$ cat config.mk
export PLATFORM = sky130hd
export DESIGN_NAME = multi_slot_alarm_timer
export DESIGN_NICKNAME = d
export VERILOG_FILES = /design/src/design/mat_pkg.sv /design/src/design/mat_ctrl.sv /design/src/design/mat_datapath.sv /design/src/design/multi_slot_alarm_timer.sv
export SDC_FILE = /design/constraint.sdc
export NUM_CORES = 1
export LEC_CHECK = 0
export ABC_AREA = 1
export BUFFER_PORTS_ARGS = -buffer_cell sky130_fd_sc_hd__buf_2
export CAP_MARGIN = 20
export CORE_ASPECT_RATIO = 2
export CORE_MARGIN = 5
export CORE_UTILIZATION = 25
export DETAILED_ROUTE_END_ITERATION = 10
export GPL_ROUTABILITY_DRIVEN = 0
export SYNTH_ARGS = -nofsm -noshare
export SYNTH_HDL_FRONTEND = slang
export SYNTH_HIERARCHICAL = 1
export SYNTH_SLANG_ARGS = --single-unit
$ cat constraint.sdc
create_clock -name clk_i -period 8.4 [get_ports clk_i]
set_input_delay 1.26 -clock clk_i [delete_from_list [all_inputs] [get_ports clk_i]]
set_output_delay 1.26 -clock clk_i [all_outputs]
set_load 0.01 [all_outputs]
$ cat src/design/mat_pkg.sv
// ----------------------------------------------------------------------------
// Multi-slot alarm timer package
// Shared constants, operation codes and the control/status bundles that join
// the controller and the datapath.
// ----------------------------------------------------------------------------
package mat_pkg;

  // Number of alarm slots in the bank.
  localparam int NUM_SLOTS = 16;

  // Field widths of one item and one result.
  localparam int OP_W      = 2;
  localparam int SLOT_W    = 4;
  localparam int CNT_W     = 32;
  localparam int MASK_W    = 16;

  // Width of the scan index over the slot bank.
  localparam int IDX_W     = (NUM_SLOTS > 1) ? $clog2(NUM_SLOTS) : 1;
  // Width that holds both a slot field and a slot index.
  localparam int SLOT_EXT_W = (IDX_W > SLOT_W) ? IDX_W : SLOT_W;

  // Operation codes.
  localparam logic [OP_W-1:0] OP_TICK   = 2'd0;
  localparam logic [OP_W-1:0] OP_SET    = 2'd1;
  localparam logic [OP_W-1:0] OP_CANCEL = 2'd2;

  // Commands from the controller to the datapath.
  typedef struct packed {
    logic tick_go;   // start a tick: bump the counter, clear the mask, index 0
    logic slot_wr;   // apply a set or cancel item to its slot
    logic slot_arm;  // the slot write comes from a set item
    logic scan;      // visit the slot under the scan index
  } mat_cmd_t;

  // Status from the datapath to the controller.
  typedef struct packed {
    logic scan_last; // scan index points at the last slot
  } mat_sts_t;

endpackage

$ cat src/design/mat_ctrl.sv
// ----------------------------------------------------------------------------
// Multi-slot alarm timer controller
// Accepts items, sequences the slot scan of a tick and raises the result
// strobe after the last slot has been visited.
// ----------------------------------------------------------------------------
module mat_ctrl
  import mat_pkg::*;
(
  input  logic            clk_i,
  input  logic            rst_ni,
  input  logic            start_i,
  input  logic [OP_W-1:0] opcode_i,
  input  mat_sts_t        sts_i,
  output mat_cmd_t        cmd_o,
  output logic            busy_o,
  output logic            done_o
);

  localparam logic ST_IDLE = 1'b0;
  localparam logic ST_SCAN = 1'b1;

  logic state_q, state_d;
  logic done_q, done_d;
  logic accept;

  assign accept = start_i && (state_q == ST_IDLE);

  // Next state, commands and result strobe.
  always_comb begin
    state_d        = state_q;
    done_d         = 1'b0;
    cmd_o.tick_go  = 1'b0;
    cmd_o.slot_wr  = 1'b0;
    cmd_o.slot_arm = 1'b0;
    cmd_o.scan     = 1'b0;
    unique case (state_q)
      ST_IDLE: begin
        if (accept) begin
          if (opcode_i == OP_TICK) begin
            cmd_o.tick_go = 1'b1;
            state_d       = ST_SCAN;
          end else if ((opcode_i == OP_SET) || (opcode_i == OP_CANCEL)) begin
            cmd_o.slot_wr  = 1'b1;
            cmd_o.slot_arm = (opcode_i == OP_SET);
          end
        end
      end
      ST_SCAN: begin
        cmd_o.scan = 1'b1;
        if (sts_i.scan_last) begin
          state_d = ST_IDLE;
          done_d  = 1'b1;
        end
      end
      default: state_d = ST_IDLE;
    endcase
  end

  // State and strobe registers.
  always_ff @(posedge clk_i or negedge rst_ni) begin
    if (!rst_ni) begin
      state_q <= ST_IDLE;
      done_q  <= 1'b0;
    end else begin
      state_q <= state_d;
      done_q  <= done_d;
    end
  end

  assign busy_o = (state_q == ST_SCAN);
  assign done_o = done_q;

endmodule

$ cat src/design/mat_datapath.sv
// ----------------------------------------------------------------------------
// Multi-slot alarm timer datapath
// Holds the tick counter, the slot bank of armed flags and remaining counts,
// the scan index and the fired mask of the current tick.
// ----------------------------------------------------------------------------
module mat_datapath
  import mat_pkg::*;
(
  input  logic              clk_i,
  input  logic              rst_ni,
  input  mat_cmd_t          cmd_i,
  input  logic [SLOT_W-1:0] slot_i,
  input  logic [CNT_W-1:0]  timeout_i,
  output mat_sts_t          sts_o,
  output logic [CNT_W-1:0]  tick_count_o,
  output logic [MASK_W-1:0] fired_mask_o
);

  logic [CNT_W-1:0]     tick_q;
  logic [MASK_W-1:0]    mask_q, mask_d;
  logic [IDX_W-1:0]     idx_q;
  logic [NUM_SLOTS-1:0] armed_q;
  logic [CNT_W-1:0]     rem_q [NUM_SLOTS];

  logic [SLOT_EXT_W-1:0] slot_ext;
  logic                  slot_ok;
  logic [IDX_W-1:0]      wr_idx;
  logic [CNT_W-1:0]      rem_cur;
  logic [CNT_W-1:0]      rem_dec;
  logic                  visit;
  logic                  fire;

  // Decode the addressed slot of a set or cancel item.
  assign slot_ext = SLOT_EXT_W'(slot_i);
  assign slot_ok  = (int'(slot_i) < NUM_SLOTS);
  assign wr_idx   = slot_ext[IDX_W-1:0];

  // Slot under the scan index: decrement and detect expiry.
  assign rem_cur = rem_q[idx_q];
  assign rem_dec = rem_cur - CNT_W'(1);
  assign visit   = cmd_i.scan && armed_q[idx_q];
  assign fire    = visit && (rem_dec == '0);

  assign sts_o.scan_last = (idx_q == IDX_W'(NUM_SLOTS - 1));

  // Fired mask of this tick; slots beyond the mask width are not reported.
  always_comb begin
    mask_d = mask_q;
    if (cmd_i.tick_go) begin
      mask_d = '0;
    end else if (fire) begin
      for (int j = 0; j < MASK_W; j++) begin
        if ((j < NUM_SLOTS) && (int'(idx_q) == j)) begin
          mask_d[j] = 1'b1;
        end
      end
    end
  end

  // Tick counter, scan index, mask and armed flags.
  always_ff @(posedge clk_i or negedge rst_ni) begin
    if (!rst_ni) begin
      tick_q  <= '0;
      mask_q  <= '0;
      idx_q   <= '0;
      armed_q <= '0;
    end else begin
      mask_q <= mask_d;
      if (cmd_i.tick_go) begin
        tick_q <= tick_q + CNT_W'(1);
        idx_q  <= '0;
      end else if (cmd_i.scan && !sts_o.scan_last) begin
        idx_q <= idx_q + IDX_W'(1);
      end
      if (cmd_i.slot_wr && slot_ok) begin
        armed_q[wr_idx] <= cmd_i.slot_arm && (timeout_i != '0);
      end else if (fire) begin
        armed_q[idx_q] <= 1'b0;
      end
    end
  end

  // Remaining counts: one write per cycle, either the item's slot or the
  // slot under the scan. A cancel, or a set with a zero timeout, stores zero.
  always_ff @(posedge clk_i) begin
    if (cmd_i.slot_wr && slot_ok) begin
      rem_q[wr_idx] <= cmd_i.slot_arm ? timeout_i : '0;
    end else if (visit) begin
      rem_q[idx_q] <= rem_dec;
    end
  end

  assign tick_count_o = tick_q;
  assign fired_mask_o = mask_q;

endmodule

$ cat src/design/multi_slot_alarm_timer.sv
// ----------------------------------------------------------------------------
// Multi-slot alarm timer
// Free-running tick counter with a bank of one-shot alarm slots. A tick
// reports the new count and the mask of slots that expired on it.
// ----------------------------------------------------------------------------
//
//  Channel  | Handshake            | Payload
//  ---------+----------------------+-----------------------------------------
//  item in  | start_i high, busy_o | opcode_i, slot_i, timeout_i
//           | low at the edge      |
//  result   | done_o high for one  | tick_count_o, fired_mask_o
//           | cycle                |
//
// A set or cancel item is applied at the edge that accepts it; busy_o stays
// low and the next item may follow in the next cycle.
// A tick item visits one slot per cycle through the single slot read port:
// busy_o is high for the whole scan, and done_o is high in the cycle after
// the last slot, in which a new item may already be accepted.
// Reset clears the tick counter and all armed flags at once; no clearing pass.
// The receiver cannot stall; a result is shown for exactly one cycle.
//
module multi_slot_alarm_timer
  import mat_pkg::*;
(
  input  logic              clk_i,
  input  logic              rst_ni,
  input  logic              start_i,
  output logic              busy_o,
  input  logic [OP_W-1:0]   opcode_i,
  input  logic [SLOT_W-1:0] slot_i,
  input  logic [CNT_W-1:0]  timeout_i,
  output logic              done_o,
  output logic [CNT_W-1:0]  tick_count_o,
  output logic [MASK_W-1:0] fired_mask_o
);

  mat_cmd_t cmd;
  mat_sts_t sts;

  // Controller: item acceptance and scan sequencing.
  mat_ctrl u_ctrl (
    .clk_i    (clk_i),
    .rst_ni   (rst_ni),
    .start_i  (start_i),
    .opcode_i (opcode_i),
    .sts_i    (sts),
    .cmd_o    (cmd),
    .busy_o   (busy_o),
    .done_o   (done_o)
  );

  // Datapath: counter, slot bank and fired mask.
  mat_datapath u_datapath (
    .clk_i        (clk_i),
    .rst_ni       (rst_ni),
    .cmd_i        (cmd),
    .slot_i       (slot_i),
    .timeout_i    (timeout_i),
    .sts_o        (sts),
    .tick_count_o (tick_count_o),
    .fired_mask_o (fired_mask_o)
  );

  // A result follows the end of a scan, never inside one.
  assert property (@(posedge clk_i) disable iff (!rst_ni)
    done_o |-> (!busy_o && $past(busy_o)))
    else $error("result strobe outside the end of a scan");

  // The result strobe lasts a single cycle.
  assert property (@(posedge clk_i) disable iff (!rst_ni)
    done_o |=> !done_o)
    else $error("result strobe held for more than one cycle");

  // An accepted tick starts a scan and bumps the counter by one.
  assert property (@(posedge clk_i) disable iff (!rst_ni)
    (start_i && !busy_o && (opcode_i == OP_TICK)) |=>
      (busy_o && (tick_count_o == $past(tick_count_o) + CNT_W'(1))))
    else $error("tick item did not start a scan or bump the counter");

  // Set and cancel items leave the tick counter alone.
  assert property (@(posedge clk_i) disable iff (!rst_ni)
    (start_i && !busy_o && (opcode_i != OP_TICK)) |=> $stable(tick_count_o))
    else $error("tick counter changed without a tick item");

endmodule
==> metrics.yaml <==
grt_first_pass_wirelength_um: 113000
synth_enable_flop_cells: 512
r2r_cells: 22
total_of_cells_resized_after_clock_tree_synthesis: 0
irDropWorstVdd_uv: 225
synth.top_cells.by_area: "sky130_fd_sc_hd__edfxtp_1 (57%), sky130_fd_sc_hd__nand2_1 (15%), sky130_fd_sc_hd__dfrtp_1 (6.5%)"
ys_seq_elements: 582
worst_slew_margin_relative_to_its_limit: 0.263
num_rows: 171
netlist-cell-type-count: 40
detailed_place.area_um2: 29100
layout-drive-gt1-share: 0.0949
dp.final_hpwl_um: 42400
numPlacedInstances: 4291
tightestPinTransition_ns: 1.11
cp_max_fo: 123
n_fill_cell: 11115
synth.yosys.warnings: 6
synthDominantCellAreaShare: 0.567
grt_pass1_vias: 18530
ys_seq_area_frac: 0.632
wire_per_inst_um: 16.9
tritoncts_clock_tree: "yes"
route.detailed.vias_per_inst: 4.44
cts_max_level: 2
avgSynthCellArea_um2: 9.38
hold_path_depth: 1
starting_utilization_of_the_core_area: 0.251
final_period_minus_worst_setup_slack_ns: 5.40
cts_sinks: 582
final_max_slew_viol_count: 0
clockRootBuffer: "sky130_fd_sc_hd__clkbuf_16"
top_flip_flop_cell_by_instance_count_after_synthesis: "sky130_fd_sc_hd__edfxtp_1"
antenna_violations_before_repair: 0
maxCapViolCount: 0
detail_route.drc_violations: 0
synth-async-reset-ratio: 0.120
vias: 19507
fin_worst_skew_ns: 0.0230
max-clock-path-buffers: 3
timing.critical_path.required_ns: 8.91
final-setup-viol-count: 0
leakagePower_nw: 13.3
number_of_drc_markers_in_iteration_0: 2032
crit_arrival_ns: 5.91
antenna_cells: 0
post-route-period-util: 0.643
rrSetupSlack_ns: 3.00
floorplan.io_pins: 91
power_mw: 10.5
die_area_um2: 115000
drt_wl_total_um: 74300
synthToLayoutAreaGrowth_pct: 14.2
die_height_um: 476
core_box_area_um2: 108000
final_nets: 3021
io_buffers: 90
grt_max_degree: 160
grt_overflow: 0
path_class: "flip-flop to flip-flop"
number_of_setup_buffers_added_after_cts: 0
postSynthCellCount: 2888
netlist_area_um2: 27100
finalHoldViolations: 0
finish.cell_count_without_fillers: 4398
postRouteAntennaNets: 0
die_w_um: 243
pwr_density_cell_nw_per_um2: 338
clk_latency_ns: 0.63
fmaxAchievable_mhz: 185
rsz0062_at_grt: "no"
synth_commonest_cells: "sky130_fd_sc_hd__nand2_1 (1080), sky130_fd_sc_hd__edfxtp_1 (512), sky130_fd_sc_hd__inv_1 (347), sky130_fd_sc_hd__nor2_1 (268), sky130_fd_sc_hd__nand3_1 (191)"
result_of_the_run: "complete, no violations"
iteration_count_of_the_initial_detailed_routing_pass: 7
ctsHoldBuffers: 0
track_usage: 0.124
clk_transition_reported_paths_ns: 0.06
final_area_um2: 30900
tritoncts.num_buffers: 59
post-synth-top-area-cell: "sky130_fd_sc_hd__edfxtp_1"
cp-start-kind: "flip-flop"
totalNegativeSetupSlack_ns: 0
synth_most_common_cell: "sky130_fd_sc_hd__nand2_1"
postSynthNetCount: 2938
holdCritPathClass: "flip-flop to flip-flop"
crit_path_end_kind: "flip-flop"
==> cell type report <==
cell class | count | area, um2 | area share
tap | 1384 | 1730 | 0.0560
sequential | 582 | 17100 | 0.554
multi-input combinational | 1830 | 8020 | 0.259
timing repair buffer | 144 | 901 | 0.0291
inverter | 354 | 1340 | 0.0432
clock buffer | 80 | 1670 | 0.0540
clock inverter | 24 | 159 | 0.00513
==> power breakdown <==
part	internal, mW	leakage, nW	total [mW]	switching [mW]
sequential	3.66	5.64	3.85	0.184
combinational	1.07	6.73	4.09	3.02
clock	1.44	0.897	2.53	1.09
==> stage by stage <==
stage | util | worst slack [ns] | hold slack (ns)
2_1_floorplan | - | 4.06 | 0.476
3_3_place_gp | 0.269 | 3.12 | 0.452
3_5_place_dp | 0.269 | 3.03 | 0.461
4_1_cts | 0.286 | 3.01 | 0.480
5_1_grt | 0.286 | 2.51 | 0.492
6_report | 0.286 | 3.00 | 0.475
==> worst paths after layout <==
path	startpoint	end
min in group asynchronous	rst_ni	u_ctrl/done_o
max reg2reg	u_datapath/idx_q[0]	u_datapath/armed_q[1]
min reg2reg	u_datapath/tick_count_o[31]	u_datapath/tick_count_o[31]
min	u_datapath/tick_count_o[31]	u_datapath/tick_count_o[31]
max	u_datapath/idx_q[0]	u_datapath/armed_q[1]
max in group asynchronous	rst_ni	u_datapath/idx_q[1]
==> routing by layer <==
| metal | share of wire | track usage |
|---|---|---|
| met1 | 0.44 | 0.170 |
| met2 | 0.46 | 0.200 |
| met3 | 0.077 | 0.0236 |
| met4 | 0.027 | 0.0375 |
| met5 | 0 | 0 |
==> logic make-up (layout without fill, tap and decap cells) <==
logic type	count (synthesis)	after routing	share of synthesized area
adder cells (fa/ha/maj)	9	9	0.00416
AND/OR/NAND/NOR	1614	1614	0.241
AO/OA/AOI/OAI	171	171	0.0340
XOR/XNOR	36	36	0.0116
flip-flops	582	582	0.632
buffers and inverters	476	602	0.0774
==> flip-flops by register name, summed over array words and instances, names as in the netlist <==
register / count
u_ctrl/busy_o: 1
u_ctrl/done_o: 1
u_datapath/armed_q: 16
u_datapath/fired_mask_o: 16
u_datapath/idx_q: 4
u_datapath/rem_q: 512
u_datapath/tick_count_o: 32
==> cell usage in the layout (no fill, tap or decap), types with 11 or more instances in the layout <==
master | synthesis | routed
sky130_fd_sc_hd__dfrtp_1 | 70 | 68
sky130_fd_sc_hd__o22ai_1 | 12 | 12
sky130_fd_sc_hd__o21ai_0 | 78 | 71
sky130_fd_sc_hd__nor2_4 | 5 | 24
sky130_fd_sc_hd__nor2_1 | 268 | 248
sky130_fd_sc_hd__buf_2 | 39 | 90
sky130_fd_sc_hd__nor4_1 | 11 | 11
sky130_fd_sc_hd__clkbuf_16 | 0 | 63
sky130_fd_sc_hd__o21ai_1 | 39 | 46
sky130_fd_sc_hd__clkbuf_1 | 24 | 14
sky130_fd_sc_hd__nand3_1 | 191 | 191
sky130_fd_sc_hd__clkinv_1 | 1 | 14
sky130_fd_sc_hd__inv_1 | 347 | 346
sky130_fd_sc_hd__nor2_2 | 25 | 26
sky130_fd_sc_hd__nand2_1 | 1080 | 1080
sky130_fd_sc_hd__edfxtp_1 | 512 | 512
sky130_fd_sc_hd__xor2_1 | 26 | 26
sky130_fd_sc_hd__buf_4 | 24 | 49
sky130_fd_sc_hd__a21oi_1 | 26 | 26
==> worst max-delay path, cell delays in order, from the launching register on <==
cell	delay, ns
sky130_fd_sc_hd__dfrtp_4	1.07
sky130_fd_sc_hd__inv_6	0.54
sky130_fd_sc_hd__buf_12	0.45
sky130_fd_sc_hd__nand2_1	0.14
sky130_fd_sc_hd__nand2_1	0.06
sky130_fd_sc_hd__nand2_1	0.06
sky130_fd_sc_hd__nand2_1	0.06
sky130_fd_sc_hd__nand2_1	0.06
sky130_fd_sc_hd__nand2_1	0.07
sky130_fd_sc_hd__nor2_1	0.38
sky130_fd_sc_hd__nand2_1	0.14
sky130_fd_sc_hd__nor2_1	0.19
sky130_fd_sc_hd__nand2_1	0.13
sky130_fd_sc_hd__nor2_1	0.11
sky130_fd_sc_hd__nand3b_1	0.09
sky130_fd_sc_hd__nand2_1	0.17
sky130_fd_sc_hd__nand2_1	0.09
sky130_fd_sc_hd__nor2_1	0.10
sky130_fd_sc_hd__nand2_1	0.09
sky130_fd_sc_hd__nor2_4	0.43
sky130_fd_sc_hd__nand3_4	0.43
sky130_fd_sc_hd__nand3_1	0.19
sky130_fd_sc_hd__nand2_1	0.07
(Power assumes the default switching activity.)
